### config.mk
export PLATFORM = sky130hd
export DESIGN_NAME = slip_frame_decoder
export DESIGN_NICKNAME = d
export VERILOG_FILES = /design/src/sv/sfd_pkg.sv /design/src/sv/sfd_ctrl.sv /design/src/sv/sfd_datapath.sv /design/src/sv/slip_frame_decoder.sv
export SDC_FILE = /design/constraint.sdc
export NUM_CORES = 1
export LEC_CHECK = 0
export BUFFER_PORTS_ARGS = -buffer_cell sky130_fd_sc_hd__buf_4
export CORE_MARGIN = 2
export CORE_UTILIZATION = 55
export CTS_CLUSTER_DIAMETER = 100
export CTS_CLUSTER_SIZE = 30
export DETAILED_ROUTE_END_ITERATION = 7
export PLACE_DENSITY = 0.71
export SLEW_MARGIN = 20
export SYNTH_ARGS = -nofsm -noshare
export SYNTH_HDL_FRONTEND = slang
export SYNTH_HIERARCHICAL = 1
export SYNTH_SLANG_ARGS = --single-unit
### constraint.sdc
create_clock -name clk -period 8.24 [get_ports clk]
set_input_delay 0.412 -clock clk [delete_from_list [all_inputs] [get_ports clk]]
set_output_delay 0.412 -clock clk [all_outputs]
set_load 0.01 [all_outputs]
### src/sv/sfd_pkg.sv
`timescale 1ns / 1ps
// ----------------------------------------------------------------------------
// SLIP frame decoder package
// Marker codes, state encoding and controller/datapath interface structs.
// ----------------------------------------------------------------------------
package sfd_pkg;

  localparam int unsigned BYTE_W = 8;
  localparam int unsigned POS_W  = 6;

  // Marker bytes on the line
  localparam logic [BYTE_W-1:0] MARK_START = 8'hC0;
  localparam logic [BYTE_W-1:0] MARK_END   = 8'hD0;
  localparam logic [BYTE_W-1:0] MARK_ESC   = 8'hDB;

  // Codes that follow an escape byte
  localparam logic [BYTE_W-1:0] CODE_START = 8'hDC;
  localparam logic [BYTE_W-1:0] CODE_ESC   = 8'hDD;
  localparam logic [BYTE_W-1:0] CODE_END   = 8'hDE;

  typedef enum logic [2:0] {
    ST_IDLE,
    ST_FRAME,
    ST_ESC,
    ST_READ,
    ST_LOAD,
    ST_EMPTY
  } sfd_state_t;

  // Commands from the controller to the datapath
  typedef struct packed {
    logic wr_en;       // store the current byte at the fill position
    logic wr_esc;      // store the unescaped code instead of the raw byte
    logic fill_clr;    // restart the frame
    logic rd_en;       // read the store at the drain index
    logic rd_inc;      // advance the drain index
    logic rd_clr;      // rewind the drain index
    logic load_byte;   // load the output register with a drained byte
    logic load_empty;  // load the output register with the empty marker
  } sfd_cmd_t;

  // Status from the datapath to the controller
  typedef struct packed {
    logic is_start;
    logic is_end;
    logic is_esc;
    logic code_ok;     // byte is a valid escape code
    logic full;        // store holds MAX_FRAME bytes
    logic fill_zero;
    logic rd_last;     // drain index points at the final stored byte
    logic out_free;    // output register can take a new result this cycle
  } sfd_status_t;

endpackage

### src/sv/sfd_ctrl.sv
`timescale 1ns / 1ps
// ----------------------------------------------------------------------------
// SLIP frame decoder controller
// Tracks framing phase and sequences the drain of a completed frame.
// ----------------------------------------------------------------------------
module sfd_ctrl (
  input  logic                 clk,
  input  logic                 rst_n,
  input  logic                 in_valid,
  output logic                 in_ready,
  input  sfd_pkg::sfd_status_t stat,
  output sfd_pkg::sfd_cmd_t    cmd
);
  import sfd_pkg::*;

  sfd_state_t state_r;
  sfd_state_t state_nxt;
  logic       acc;

  always_ff @(posedge clk) begin
    if (!rst_n) begin
      state_r <= ST_IDLE;
    end else begin
      state_r <= state_nxt;
    end
  end

  assign in_ready = (state_r == ST_IDLE) || (state_r == ST_FRAME) || (state_r == ST_ESC);
  assign acc      = in_valid && in_ready;

  always_comb begin
    state_nxt = state_r;
    cmd       = '0;
    unique case (state_r)
      ST_IDLE: begin
        if (acc && stat.is_start) begin
          cmd.fill_clr = 1'b1;
          state_nxt    = ST_FRAME;
        end
      end
      ST_FRAME: begin
        if (acc) begin
          priority if (stat.full) begin
            // drop the frame and discard this byte
            cmd.fill_clr = 1'b1;
            state_nxt    = ST_IDLE;
          end else if (stat.is_start) begin
            cmd.fill_clr = 1'b1;
          end else if (stat.is_end) begin
            state_nxt = stat.fill_zero ? ST_EMPTY : ST_READ;
          end else if (stat.is_esc) begin
            state_nxt = ST_ESC;
          end else begin
            cmd.wr_en = 1'b1;
          end
        end
      end
      ST_ESC: begin
        if (acc) begin
          priority if (stat.full) begin
            cmd.fill_clr = 1'b1;
            state_nxt    = ST_IDLE;
          end else if (stat.is_start) begin
            cmd.fill_clr = 1'b1;
            state_nxt    = ST_FRAME;
          end else if (stat.code_ok) begin
            cmd.wr_en  = 1'b1;
            cmd.wr_esc = 1'b1;
            state_nxt  = ST_FRAME;
          end else begin
            cmd.fill_clr = 1'b1;
            state_nxt    = ST_IDLE;
          end
        end
      end
      ST_READ: begin
        cmd.rd_en = 1'b1;
        state_nxt = ST_LOAD;
      end
      ST_LOAD: begin
        // hold the read data until the output register frees up
        if (stat.out_free) begin
          cmd.load_byte = 1'b1;
          if (stat.rd_last) begin
            cmd.fill_clr = 1'b1;
            cmd.rd_clr   = 1'b1;
            state_nxt    = ST_IDLE;
          end else begin
            cmd.rd_inc = 1'b1;
            state_nxt  = ST_READ;
          end
        end
      end
      ST_EMPTY: begin
        if (stat.out_free) begin
          cmd.load_empty = 1'b1;
          cmd.fill_clr   = 1'b1;
          state_nxt      = ST_IDLE;
        end
      end
      default: begin
        state_nxt = ST_IDLE;
      end
    endcase
  end

endmodule

### src/sv/sfd_datapath.sv
`timescale 1ns / 1ps
// ----------------------------------------------------------------------------
// SLIP frame decoder datapath
// Byte classification, frame store, fill and drain counters, output register.
// ----------------------------------------------------------------------------
module sfd_datapath #(
  parameter int unsigned MAX_FRAME = 64
) (
  input  logic                        clk,
  input  logic                        rst_n,
  input  logic [sfd_pkg::BYTE_W-1:0]  in_rx_byte,
  input  sfd_pkg::sfd_cmd_t           cmd,
  output sfd_pkg::sfd_status_t        stat,
  output logic                        out_valid,
  input  logic                        out_ready,
  output logic [sfd_pkg::BYTE_W-1:0]  out_frame_byte,
  output logic [sfd_pkg::POS_W-1:0]   out_byte_position,
  output logic [sfd_pkg::POS_W-1:0]   out_frame_length,
  output logic                        out_empty_frame,
  output logic                        out_last
);
  import sfd_pkg::*;

  localparam int unsigned AW = $clog2(MAX_FRAME);
  localparam int unsigned FW = $clog2(MAX_FRAME + 1);

  logic [BYTE_W-1:0] store_mem [MAX_FRAME];

  logic [FW-1:0]     fill_r;
  logic [FW-1:0]     fill_nxt;
  logic [FW-1:0]     rd_idx_r;
  logic [FW-1:0]     rd_idx_nxt;
  logic [BYTE_W-1:0] rd_data_r;
  logic [BYTE_W-1:0] esc_val;
  logic              esc_ok;
  logic [BYTE_W-1:0] wr_data;

  logic              out_valid_r;
  logic              out_valid_nxt;
  logic [BYTE_W-1:0] out_byte_r;
  logic [POS_W-1:0]  out_pos_r;
  logic [POS_W-1:0]  out_len_r;
  logic              out_empty_r;
  logic              out_last_r;

  // Escape code to marker byte
  always_comb begin
    esc_val = '0;
    esc_ok  = 1'b0;
    unique case (in_rx_byte)
      CODE_START: begin
        esc_val = MARK_START;
        esc_ok  = 1'b1;
      end
      CODE_ESC: begin
        esc_val = MARK_ESC;
        esc_ok  = 1'b1;
      end
      CODE_END: begin
        esc_val = MARK_END;
        esc_ok  = 1'b1;
      end
      default: begin
        esc_val = '0;
        esc_ok  = 1'b0;
      end
    endcase
  end

  assign wr_data = cmd.wr_esc ? esc_val : in_rx_byte;

  // Frame store: one write port, one registered read port
  always_ff @(posedge clk) begin
    if (cmd.wr_en) begin
      store_mem[fill_r[AW-1:0]] <= wr_data;
    end
    if (cmd.rd_en) begin
      rd_data_r <= store_mem[rd_idx_r[AW-1:0]];
    end
  end

  always_comb begin
    fill_nxt = fill_r;
    if (cmd.fill_clr) begin
      fill_nxt = '0;
    end else if (cmd.wr_en) begin
      fill_nxt = fill_r + FW'(1);
    end
  end

  always_comb begin
    rd_idx_nxt = rd_idx_r;
    if (cmd.rd_clr) begin
      rd_idx_nxt = '0;
    end else if (cmd.rd_inc) begin
      rd_idx_nxt = rd_idx_r + FW'(1);
    end
  end

  always_comb begin
    out_valid_nxt = out_valid_r;
    if (cmd.load_byte || cmd.load_empty) begin
      out_valid_nxt = 1'b1;
    end else if (out_ready) begin
      out_valid_nxt = 1'b0;
    end
  end

  always_ff @(posedge clk) begin
    if (!rst_n) begin
      fill_r      <= '0;
      rd_idx_r    <= '0;
      out_valid_r <= 1'b0;
    end else begin
      fill_r      <= fill_nxt;
      rd_idx_r    <= rd_idx_nxt;
      out_valid_r <= out_valid_nxt;
    end
  end

  always_ff @(posedge clk) begin
    if (cmd.load_byte) begin
      out_byte_r  <= rd_data_r;
      out_pos_r   <= POS_W'(rd_idx_r);
      out_len_r   <= POS_W'(fill_r);
      out_empty_r <= 1'b0;
      out_last_r  <= stat.rd_last;
    end else if (cmd.load_empty) begin
      out_byte_r  <= '0;
      out_pos_r   <= '0;
      out_len_r   <= '0;
      out_empty_r <= 1'b1;
      out_last_r  <= 1'b1;
    end
  end

  assign stat.is_start  = (in_rx_byte == MARK_START);
  assign stat.is_end    = (in_rx_byte == MARK_END);
  assign stat.is_esc    = (in_rx_byte == MARK_ESC);
  assign stat.code_ok   = esc_ok;
  assign stat.full      = (fill_r == FW'(MAX_FRAME));
  assign stat.fill_zero = (fill_r == '0);
  assign stat.rd_last   = ((rd_idx_r + FW'(1)) == fill_r);
  assign stat.out_free  = !out_valid_r || out_ready;

  assign out_valid         = out_valid_r;
  assign out_frame_byte    = out_byte_r;
  assign out_byte_position = out_pos_r;
  assign out_frame_length  = out_len_r;
  assign out_empty_frame   = out_empty_r;
  assign out_last          = out_last_r;

endmodule

### src/sv/slip_frame_decoder.sv
`timescale 1ns / 1ps
// ----------------------------------------------------------------------------
// SLIP frame decoder
// Strips start/end/escape framing from a received byte stream.
// ----------------------------------------------------------------------------
// Input channel (in_valid/in_ready/in_rx_byte) takes one line byte per
// request. While collecting a frame the block accepts a byte every cycle.
// Decoded bytes go into a MAX_FRAME-entry store; a start byte restarts the
// frame, a bad escape code or a byte arriving with the store full drops it.
// On an end byte the input closes and the store is drained: each result
// takes a store read and then an output register load, and the input
// stays closed until the last byte of the frame has been loaded. A
// zero-length frame yields one result flagged empty_frame. Results leave
// through a single output register (out_valid/out_ready); while the
// receiver stalls the drain holds, and the final result can wait there
// while the next frame's bytes are already accepted.
// Reset (rst_n low, synchronous) returns the block to idle, waiting for a
// start byte, with the store empty and no result pending.
// ----------------------------------------------------------------------------
module slip_frame_decoder #(
  parameter int unsigned MAX_FRAME = 64
) (
  input  logic                        clk,
  input  logic                        rst_n,
  input  logic                        in_valid,
  output logic                        in_ready,
  input  logic [sfd_pkg::BYTE_W-1:0]  in_rx_byte,
  output logic                        out_valid,
  input  logic                        out_ready,
  output logic [sfd_pkg::BYTE_W-1:0]  out_frame_byte,
  output logic [sfd_pkg::POS_W-1:0]   out_byte_position,
  output logic [sfd_pkg::POS_W-1:0]   out_frame_length,
  output logic                        out_empty_frame,
  output logic                        out_last
);
  import sfd_pkg::*;

  sfd_cmd_t    cmd;
  sfd_status_t stat;

  sfd_ctrl u_ctrl (
    .clk      (clk),
    .rst_n    (rst_n),
    .in_valid (in_valid),
    .in_ready (in_ready),
    .stat     (stat),
    .cmd      (cmd)
  );

  sfd_datapath #(
    .MAX_FRAME (MAX_FRAME)
  ) u_datapath (
    .clk               (clk),
    .rst_n             (rst_n),
    .in_rx_byte        (in_rx_byte),
    .cmd               (cmd),
    .stat              (stat),
    .out_valid         (out_valid),
    .out_ready         (out_ready),
    .out_frame_byte    (out_frame_byte),
    .out_byte_position (out_byte_position),
    .out_frame_length  (out_frame_length),
    .out_empty_frame   (out_empty_frame),
    .out_last          (out_last)
  );

endmodule
# == Word level (Yosys, flattened, before mapping) ==
# Memories as Yosys holds them, arrays and structs flattened. A register that Yosys moved wholly into a read port is not among the register bits.
# Cells that the tools add are included.
# Widths: inputs -> output; s select.
# totals
regBits,40
mem_bits_rw,512
input_bits,12
out_inout_bits,24
elab_cells,104
mem_count,1
# classes
n_addsub,2
n_eq_ne,20
muxes,56
n_bitwise,1
n_reduce_logical,15
# memory_table
memory,words,width,read_ports,rd_clocked_by_memory_dff,wr,line,rtl
u_datapath.store_mem,64,8,1,1,1,sfd_datapath.sv:27,logic [BYTE_W-1:0] store_mem [MAX_FRAME];
# ops
cell,count
$eq 8x8->1 const B,6
$mux 3,14
$mux 1,28
$mux 8,3
$pmux 8 s3,1
$mux 6,3
$pmux 3 s6,1
$add 7x1->7 const B,2
$mux 2,4
$eq 7x7->1,1
$eq 7x7->1 const B,1
$logic_not 7->1,1
$reduce_and 7->1,1
$eq 3x2->1 const B,2
$eq 3x3->1 const B,2
$ne 2x2->1 const B,3
$pmux 1 s5,1
$logic_or 1x1->1,4
$ne 2x1->1 const B,2
$ne 4x4->1 const B,1
$reduce_bool 2->1,2
$reduce_or 2->1,2
$eq 3x1->1 const B,1
$logic_not 3->1,1
other kinds (6),7

# == Longest topological paths before layout ==
# Gate-level depths: netlist of run 1.
# depth
ltp_word,10
depth_mapped,13
mapped_depth_nobuf,11

# == By module ==
# Netlist of run 1, hierarchy kept.
# modules_own_cells
mod,instances,cells_per_inst,area_each_um2,seq_area_each_um2
sfd_datapath,1,1110,21952.3,16565.9
sfd_ctrl,1,49,347.8,60.1

# == Worst setup path before layout of run 1 ==
# Ideal clock, no wire load.
# synth_timing
path_kind,input-to-reg
from,input port in_rx_byte[2] (netlist name)
to,memory u_datapath.store_mem[0][3] (data pin)
setup_time_ps,702
arrival_time_ps,4383
required_ps,7538
slack_ps,3155
path_stages,8
n_path_buf,1
path_cell_list,or3_1 > or4_1 > nor2_1 > nor2_1 > nand2_1 > nor2_1 > clkbuf_1 > o21ai_0
# synth_lines
element,line,rtl
start: declaration,slip_frame_decoder.sv:27,"input logic [sfd_pkg::BYTE_W-1:0] in_rx_byte,"
end: declaration,sfd_datapath.sv:27,

==> impl_metrics.ini, run 1 <==
[floorplan]
core.rowCount = 73
start_util = 0.559
die_w_um = 205
core_um2 = 39900
die_h_um = 205
ios = 36
die-area_um2 = 42200

[placed_design]
post-dp-hpwl_um = 29200
port_buffers = 35
gp_congestion = 0.864
dpl.cell_count = 1674

[finish]
drive_above_1_share = 0.193
layout_commonest_cell = edfxtp_1
most-common-layout-cells = edfxtp_1 (541), mux4_2 (120), nor2_1 (86)
finalNonFillerCells = 1705
fin_nets = 1188
fillers = 2831
diodes = 0
syn2layout_area_growth_pct = 6.53

[power]
leakagePower_nw = 6.92
clkPwrFrac = 0.281
p_sw_w = 0.000933
powerDensity_nw_per_um2 = 196
p_int_w = 0.00372
combinationalPowerShare = 0.041
switching_share = 0.201
vdd_drop_max_mv = 0.135
seq_power_share = 0.677

[worst_setup_path]
endpoint_kind = flip-flop
critPathRequiredTime_ps = 8450
worstSetupPathType = flip-flop to flip-flop
r2r-end = u_datapath/store_mem[37][4]$_DFFE_PP_
cp_data_arrival_time_ps = 4520
worstSetupStartpointType = flip-flop
r2r_setup_slack_ps = 3920
reg2reg_depth = 8
r2r-start = u_datapath/fill_r[3]$_SDFFE_PP0P_
worst-path-max-fanout = 17

[sta]
fin_crit_sh = 0.524
setup_viol = 0
rsz0062_at_grt = no
slew_viol_final = 0
finClkSkew_ps = 15.7
slew_headroom = 0.246
setup_tns_ps = 0
tightest_slew_ps = 1130
finalHoldViolCount = 0
timing.final.crit_period_ps = 4320
timing.fmax_ghz = 0.232

[clock_tree]
clock_sinks = 560
clkTransAtPathRegs_ps = 110
cts_root_buf = clkbuf_16
cts_buffers = 22
postCtsSetupRepairBufs = 0
clk_path_buf_depth = 3
htreeDepth = 1
post_cts_resized = 0
clk_latency_ps = 560
cts-hold-fix-buffers = 0
tritoncts = built

[synth]
synth-seq-cells = 560
async_flop_share = 0
postSynthCellCount = 1159
syn_area_per_cell_um2 = 19.2
syn-num-nets = 1174
seq_area_frac_synth = 0.746
ys_types = 54
ys_warn_count = 6
synth_edf_count = 541
synthFlopType = edfxtp_1
synth_area_um2 = 22300

[worst_hold_path]
hold_depth = 2
hp-start = rst_n
holdCritPathClass = primary input to flip-flop
hold_path_end = u_ctrl/state_r[1]$_SDFFE_PN0P_

[job]
drv_cap = 0

[routing]
initialDrtViolationCount = 1251
remaining_drc_errors = 0
wirelength_um = 46900
ant_nets = 0
via_count = 11000
wl_per_cell_um = 27.5
drt-vias-per-instance = 6.44
firstDrtPassIters = 5

[grt]
grt_pass1_wl_um = 70200
antenna_found_initial = 0
grt_pass1_vias = 10700
grt_max_degree = 67
grt-ovfl-total = 0
grt_busiest_layer = met2
grtUsageMet3 = 0.0269
track_usage = 0.228
grtUsageMet2 = 0.363
met1_usage = 0.347

[status]
status = completed
## power groups by stage
stage	Combinational, W	Sequential (W)	Clock [W]
after floorplan	0.000128	0.00321	0
after global routing	0.000207	0.00315	0.00143
after CTS	0.000191	0.00315	0.00133
after global placement	0.000188	0.00321	0
final	0.000192	0.00315	0.00131
after detailed placement	0.000191	0.00322	0
## stage by stage
stage / util / instance area, um2 / hold slack [ps] / worst slack [ps] / total power [W]
6_report: 0.595 / 23800 / 119 / 3920 / 0.00465
5_1_grt: 0.595 / 23800 / 105 / 3520 / 0.00479
4_1_cts: 0.595 / 23800 / 102 / 3550 / 0.00467
3_5_place_dp: 0.580 / 23100 / 481 / 3550 / 0.00341
3_3_place_gp: 0.580 / 23100 / 457 / 3720 / 0.00340
2_1_floorplan: - / 22300 / 490 / 3150 / 0.00334
## synth_stat cells, drive strengths merged (2+ instances only)
cell type | instances | area share
nand4 | 8 | 0.0022
o21ai | 16 | 0.0036
a211o | 9 | 0.0035
a31oi | 3 | 0.00084
ha | 3 | 0.0017
inv | 16 | 0.0029
nor2b | 9 | 0.0025
nand2 | 19 | 0.0032
o221ai | 12 | 0.0047
o32ai | 2 | 0.00079
nor3 | 10 | 0.0022
xor2 | 8 | 0.0031
mux2i | 44 | 0.020
a22o | 10 | 0.0039
o22ai | 18 | 0.0050
nor4 | 3 | 0.00084
or3 | 9 | 0.0025
o21a | 5 | 0.0017
nand3 | 15 | 0.0034
edfxtp | 541 | 0.73
or2 | 2 | 0.00056
and2 | 28 | 0.0079
o211ai | 2 | 0.00067
dfxtp | 19 | 0.017
a221oi | 5 | 0.0020
mux4 | 120 | 0.12
a21oi | 13 | 0.0029
nand3b | 4 | 0.0015
nor2 | 86 | 0.014
clkbuf | 23 | 0.0039
nor3b | 5 | 0.0017
nand2b | 9 | 0.0025
a211oi | 8 | 0.0027
buf | 43 | 0.011
or3b | 6 | 0.0024
mux2 | 5 | 0.0025
xnor2 | 10 | 0.0039
or4 | 2 | 0.00067
## area by class of cell
| type | instances | area [um2] | share of cell area |
|---|---|---|---|
| flip-flops and latches | 560 | 16600 | 0.700 |
| multi-input cells | 517 | 5360 | 0.226 |
| well taps | 525 | 657 | 0.0277 |
| clock buffers | 30 | 602 | 0.0253 |
| repair buffers | 56 | 420 | 0.0177 |
| inverters | 16 | 65.1 | 0.00274 |
| clock inverters | 1 | 11.3 | 0.000474 |
## cell families (layout without fill, tap and decap cells)
logic type               count (synthesis)  after routing  share of synthesized area
flip-flops                             560            560                      0.746
adder cells (fa/ha/maj)                  3              3                    0.00168
XOR/XNOR                                18             18                    0.00707
AND/OR/NAND/NOR                        218            218                     0.0497
AO/OA/AOI/OAI                          109            109                     0.0347
buffers and inverters                   82            103                     0.0178
multiplexers                           169            169                      0.143
## worst max path at each step
stage / cells past startpoint / slack (ps) / endpoint / start
final: 8 / 3920 / u_datapath/store_mem[37][4]$_DFFE_PP_ / u_datapath/fill_r[3]$_SDFFE_PP0P_
after global routing: 8 / 3520 / u_datapath/store_mem[7][3]$_DFFE_PP_ / u_datapath/fill_r[3]$_SDFFE_PP0P_
after CTS: 8 / 3550 / u_datapath/store_mem[7][7]$_DFFE_PP_ / u_datapath/fill_r[3]$_SDFFE_PP0P_
after detailed placement: 8 / 3550 / u_datapath/store_mem[7][3]$_DFFE_PP_ / u_datapath/fill_r[3]$_SDFFE_PP0P_
after global placement: 8 / 3720 / u_datapath/store_mem[7][1]$_DFFE_PP_ / u_datapath/fill_r[3]$_SDFFE_PP0P_
after floorplan: 8 / 3150 / u_datapath/store_mem[0][3]$_DFFE_PP_ / in_rx_byte[2]
## per-layer routing
layer	part of all wire	vias up
li1	-	4701
met1	0.43	5742
met2	0.48	483
met3	0.073	51
met4	0.018	0
met5	0	-
## critical path: stages, from the launching register on
cell	delay (ps)
dfxtp_1	660
or3_1	470
nor4b_1	180
nor2_1	230
nand2_1	140
a21oi_2	550
nor2b_1	340
nand3_1	580
nor2_1	800
## sequential cells by signal, summed over array words and instances (netlist names)
signal,count
u_datapath/out_empty_frame,1
u_datapath/out_frame_byte,8
u_datapath/store_mem,512
u_datapath/rd_idx_r,7
u_datapath/rd_data_r,8
u_datapath/out_byte_position,6
u_datapath/fill_r,7
u_datapath/out_frame_length,6
u_datapath/out_valid,1
u_datapath/out_last,1
u_ctrl/state_r,3
(Power assumes the default switching activity.)
==> run 2: changes to the inputs <==
- PLACE_DENSITY: 0.71 -> 0.74
- clock period: 8.24 -> 3.6 ns (I/O delays scaled with it)
==> run 2 against run 1 <==
Cell area increased by 2.5%. First-iteration DRC count increased by 32%. Critical path depth decreased by 1. Wire length increased by 2.8%. Critical endpoint is now u_datapath/store_mem[24][6]$_DFFE_PP_.
==> impl_metrics.ini, run 2 (synthesis gave the netlist of run 1 again) <==
[grt]
antenna_found_initial = 0
grt-ovfl-total = 0
grt_max_degree = 65
grt_pass1_wl_um = 72500
grt_pass1_vias = 11300
track_usage = 0.236

[floorplan]
core.rowCount = 73
die-area_um2 = 42200
core_um2 = 39900
die_w_um = 205
start_util = 0.559
die_h_um = 205
ios = 36

[clock_tree]
clk_latency_ps = 560
clk_path_buf_depth = 3
tritoncts = built
cts_buffers = 22
clkTransAtPathRegs_ps = 110
post_cts_resized = 0
postCtsSetupRepairBufs = 0
htreeDepth = 1
clock_sinks = 560
cts-hold-fix-buffers = 1
cts_root_buf = clkbuf_16

[worst_setup_path]
cp-startpoint = u_ctrl/state_r[0]$_SDFFE_PN0P_
crit_slowest_cell = nor2_1
r2r-start = u_ctrl/state_r[0]$_SDFFE_PN0P_
cp_data_arrival_time_ps = 3550
worstSetupStartpointType = flip-flop
worstSetupPathType = flip-flop to flip-flop
r2r-end = u_datapath/store_mem[24][6]$_DFFE_PP_
critPathRequiredTime_ps = 3810
worst-path-max-fanout = 14
r2r_setup_slack_ps = 260
cp_cell_sequence = inv_6 > or4_1 > a21oi_1 > buf_4 > nor2b_1 > nand2_1 > nor2_1
endpoint_kind = flip-flop
cp_slowest_stage_delay_ps = 710
reg2reg_depth = 7

[sta]
tightest_slew_ps = 895
finalHoldViolCount = 0
rsz0062_at_grt = no
timing.fmax_ghz = 0.300
timing.final.crit_period_ps = 3340
finClkSkew_ps = 21.7
slew_viol_final = 0
holdWs_ps = 22.7
fin_crit_sh = 0.927
slew_headroom = 0.403
setup_viol = 0

[power]
vdd_drop_max_mv = 0.295
p_int_w = 0.00853
leakagePower_nw = 7.26
powerDensity_nw_per_um2 = 438
seq_power_share = 0.675
finalPower_w = 0.0107
clkPwrFrac = 0.279
switching_share = 0.200
p_sw_w = 0.00214
combinationalPowerShare = 0.046

[finish]
fillers = 2728
syn2layout_area_growth_pct = 9.17
layout_commonest_cell = edfxtp_1
fin_nets = 1245
most-common-layout-cells = edfxtp_1 (541), mux4_2 (120), buf_4 (98)
largest_register_ffs = 512
drive_above_1_share = 0.227
finalNonFillerCells = 1762
diodes = 0

[worst_hold_path]
hold_path_end = u_datapath/out_valid$_SDFFE_PN0P_
hp-start = out_ready
hold_depth = 3
holdCritPathClass = primary input to flip-flop

[placed_design]
dpl.cell_count = 1730
port_buffers = 35
post-dp-hpwl_um = 30500
gp_congestion = 0.864

[routing]
ant_nets = 0
wl_per_cell_um = 27.4
drt-vias-per-instance = 6.48
remaining_drc_errors = 0
initialDrtViolationCount = 1656
wirelength_um = 48200
routed.top_layer = met4
firstDrtPassIters = 6
dr_wl_met3_um = 3720
via_count = 11400
wl_met1_um = 19500
dr_wl_met2_um = 23600

[status]
status = completed

[job]
drv_cap = 0
-- run 2: cell types whose count changed in the layout (fill, tap and decap cells not counted) --
cell,delta
a21oi_1,+1
a21oi_2,-1
buf_12,+14
buf_4,+42
clkbuf_1,-1
clkinv_1,+1
dlygate4sd3_1,+1
inv_6,+1
inv_8,-1
nor3_1,+2
nor3_2,-2
-- run 2: worst max-delay path, delay by kind of cell, from the launching register on --
kind                   cells  cell delay [ps]
buffers and inverters      2              310
and+or+nand+nor            4             1930
AOI/OAI and AO/OA          1              160
DFF                        1              580
-- run 2: worst max path at each step --
stage	endpoint	slack, ps	depth (start not counted)
global route	u_datapath/store_mem[24][6]$_DFFE_PP_	60	7
CTS	u_datapath/store_mem[24][5]$_DFFE_PP_	250	7
global placement	u_datapath/store_mem[0][3]$_DFFE_PP_	390	11
finish	u_datapath/store_mem[24][6]$_DFFE_PP_	260	7
floorplan	u_datapath/store_mem[0][4]$_DFFE_PP_	-360	9
detailed placement	u_datapath/store_mem[24][3]$_DFFE_PP_	250	11
-- run 2: per-stage QoR --
step	cell area (um2)	setup slack (ps)	TNS, ps	utilization
floorplan	22300	-361	-158670	-
global placement	23700	388	0	0.594
detailed placement	23700	253	0	0.594
CTS	24300	246	0	0.610
global route	24300	55.8	0	0.610
finish	24300	262	0	0.610
-- run 2: metal layers --
layer | GRT usage | up-vias
met2 | 0.386 | 527
met1 | 0.336 | 5989
met5 | 0 | -
li1 | - | 4817
met4 | 0.0696 | 0
met3 | 0.0320 | 86
-- run 2: power groups by stage --
| stage | clock (W) | sequential [W] | combinational (W) |
|---|---|---|---|
| 3_3_place_gp | 0 | 0.00734 | 0.000475 |
| 2_1_floorplan | 0 | 0.00734 | 0.000293 |
| 6_report | 0.00298 | 0.00720 | 0.000485 |
| 4_1_cts | 0.00303 | 0.00720 | 0.000487 |
| 5_1_grt | 0.00323 | 0.00721 | 0.000521 |
| 3_5_place_dp | 0 | 0.00735 | 0.000485 |
-- run 2: final cells by class --
cell class | count | area [um2] | area share
timing repair buffer | 113 | 1030 | 0.0421
tap | 525 | 657 | 0.0270
sequential | 560 | 16600 | 0.683
multi-input combinational | 517 | 5350 | 0.220
clock buffer | 29 | 598 | 0.0246
inverter | 16 | 65.1 | 0.00267
clock inverter | 2 | 12.5 | 0.000514
==> run 3: changes to the inputs <==
- REMOVE_ABC_BUFFERS: unset -> 1
==> run 3 against run 2 <==
Largest power group unchanged. Core utilization shrank 0.47 points. Largest cell class unchanged. Global-route usage shrank 0.68 points. Count of clock-buffer cells in the layout up 10.
==> impl_metrics.ini, run 3 (synthesis gave the netlist of run 1 again) <==
[power]
combinationalPowerShare = 0.045
powerDensity_nw_per_um2 = 443
leakagePower_nw = 7.11
p_sw_w = 0.00213
vdd_drop_max_mv = 0.326
finalPower_w = 0.0107
switching_share = 0.199
seq_power_share = 0.673
p_int_w = 0.00857
clkPwrFrac = 0.283

[finish]
fin_nets = 1216
drive_above_1_share = 0.207
largest_register_ffs = 512
diodes = 0
finalNonFillerCells = 1742
most-common-layout-cells = edfxtp_1 (541), mux4_2 (120), nor2_1 (85)
layout_commonest_cell = edfxtp_1
syn2layout_area_growth_pct = 8.32

[clock_tree]
clkTransAtPathRegs_ps = 110
clk_path_buf_depth = 3
cts_buffers = 22
clk_latency_ps = 560
cts_root_buf = clkbuf_16
clock_sinks = 560
htreeDepth = 1
tritoncts = built

[floorplan]
ios = 36
die_h_um = 205
core_um2 = 39900
core.rowCount = 73
die-area_um2 = 42200
die_w_um = 205
start_util = 0.559

[grt]
grt_pass1_wl_um = 70800
grt_pass1_vias = 11200
grt_max_degree = 65
track_usage = 0.229
grt-ovfl-total = 0
antenna_found_initial = 0

[status]
status = completed

[routing]
initialDrtViolationCount = 1431
firstDrtPassIters = 5
ant_nets = 0
remaining_drc_errors = 0
via_count = 11300
drt-vias-per-instance = 6.48
wl_per_cell_um = 27.1
wirelength_um = 47300

[sta]
fin_crit_sh = 0.971
timing.fmax_ghz = 0.286
slew_headroom = 0.296
setup_viol = 0
slew_viol_final = 0
finClkSkew_ps = 20.7
holdWs_ps = 28.7
timing.final.crit_period_ps = 3500
rsz0062_at_grt = yes
tightest_slew_ps = 1050
setup_tns_ps = 0
finalHoldViolCount = 0

[worst_setup_path]
reg2reg_depth = 7
cp_data_arrival_time_ps = 3680
cp-startpoint = u_ctrl/state_r[0]$_SDFFE_PN0P_
worst-path-max-fanout = 14
critPathRequiredTime_ps = 3780
r2r-start = u_ctrl/state_r[0]$_SDFFE_PN0P_
worstSetupStartpointType = flip-flop
endpoint_kind = flip-flop
worstSetupPathType = flip-flop to flip-flop

[placed_design]
dpl.cell_count = 1700
gp_congestion = 0.864
post-dp-hpwl_um = 30100
port_buffers = 35

[worst_hold_path]
holdCritPathClass = primary input to flip-flop
hp-start = out_ready
hold_depth = 3

[job]
drv_cap = 0
==> run 3: through the flow <==
stage	instance area [um2]	utilization	worst slack, ps
final	24200	0.605	105
after global routing	24200	0.605	-57.0
after CTS	24200	0.605	136
after detailed placement	23500	0.588	106
after global placement	23500	0.588	256
after floorplan	22000	-	-3340
==> run 3: final timing paths <==
| kind | slack, ps | endpoint |
|---|---|---|
| max | 100 | u_datapath/store_mem[4][2]$_DFFE_PP_ |
| max reg2reg | 100 | u_datapath/store_mem[4][2]$_DFFE_PP_ |
| min reg2reg | 490 | u_datapath/out_empty_frame$_SDFFE_PP0P_ |
| min | 30 | u_datapath/out_valid$_SDFFE_PN0P_ |
==> run 3: critical path, stage by stage, from the launching register on <==
cell	delay, ps
dfxtp_1	580
inv_6	70
or4_1	530
a21oi_1	290
buf_4	280
nor2b_1	290
nand2_1	390
nor2_1	690
==> run 3: what timing repair did <==
item                                   CTS  global route
gates resized for setup                  0             1
endpoints found under the hold margin    4             0
setup endpoints to repair                0            84
setup buffers                            0             0
hold buffers                             2             0
==> run 3: layer usage <==
| layer | up-vias | routed length [um] | GRT usage |
|---|---|---|---|
| li1 | 4765 | - | - |
| met4 | 0 | 1080 | 0.0522 |
| met2 | 556 | 23300 | 0.380 |
| met3 | 69 | 3860 | 0.0317 |
| met5 | - | 0 | 0 |
| met1 | 5905 | 19000 | 0.328 |
==> run 3: area by class of cell <==
cell class / count / area [um2]
fill: 2727 / 15800
sequential: 560 / 16600
multi-input combinational: 517 / 5350
clock inverter: 1 / 11.3
inverter: 16 / 65.1
clock buffer: 39 / 636
tap: 525 / 657
timing repair buffer: 84 / 798
==> run 3: power groups by stage <==
| stage | clock network, W | logic, W | registers (W) |
|---|---|---|---|
| 6_report | 0.00302 | 0.000479 | 0.00720 |
| 5_1_grt | 0.00329 | 0.000516 | 0.00720 |
| 4_1_cts | 0.00307 | 0.000479 | 0.00720 |
| 3_5_place_dp | 0 | 0.000476 | 0.00735 |
| 3_3_place_gp | 0 | 0.000464 | 0.00735 |
| 2_1_floorplan | 0 | 0.000248 | 0.00738 |
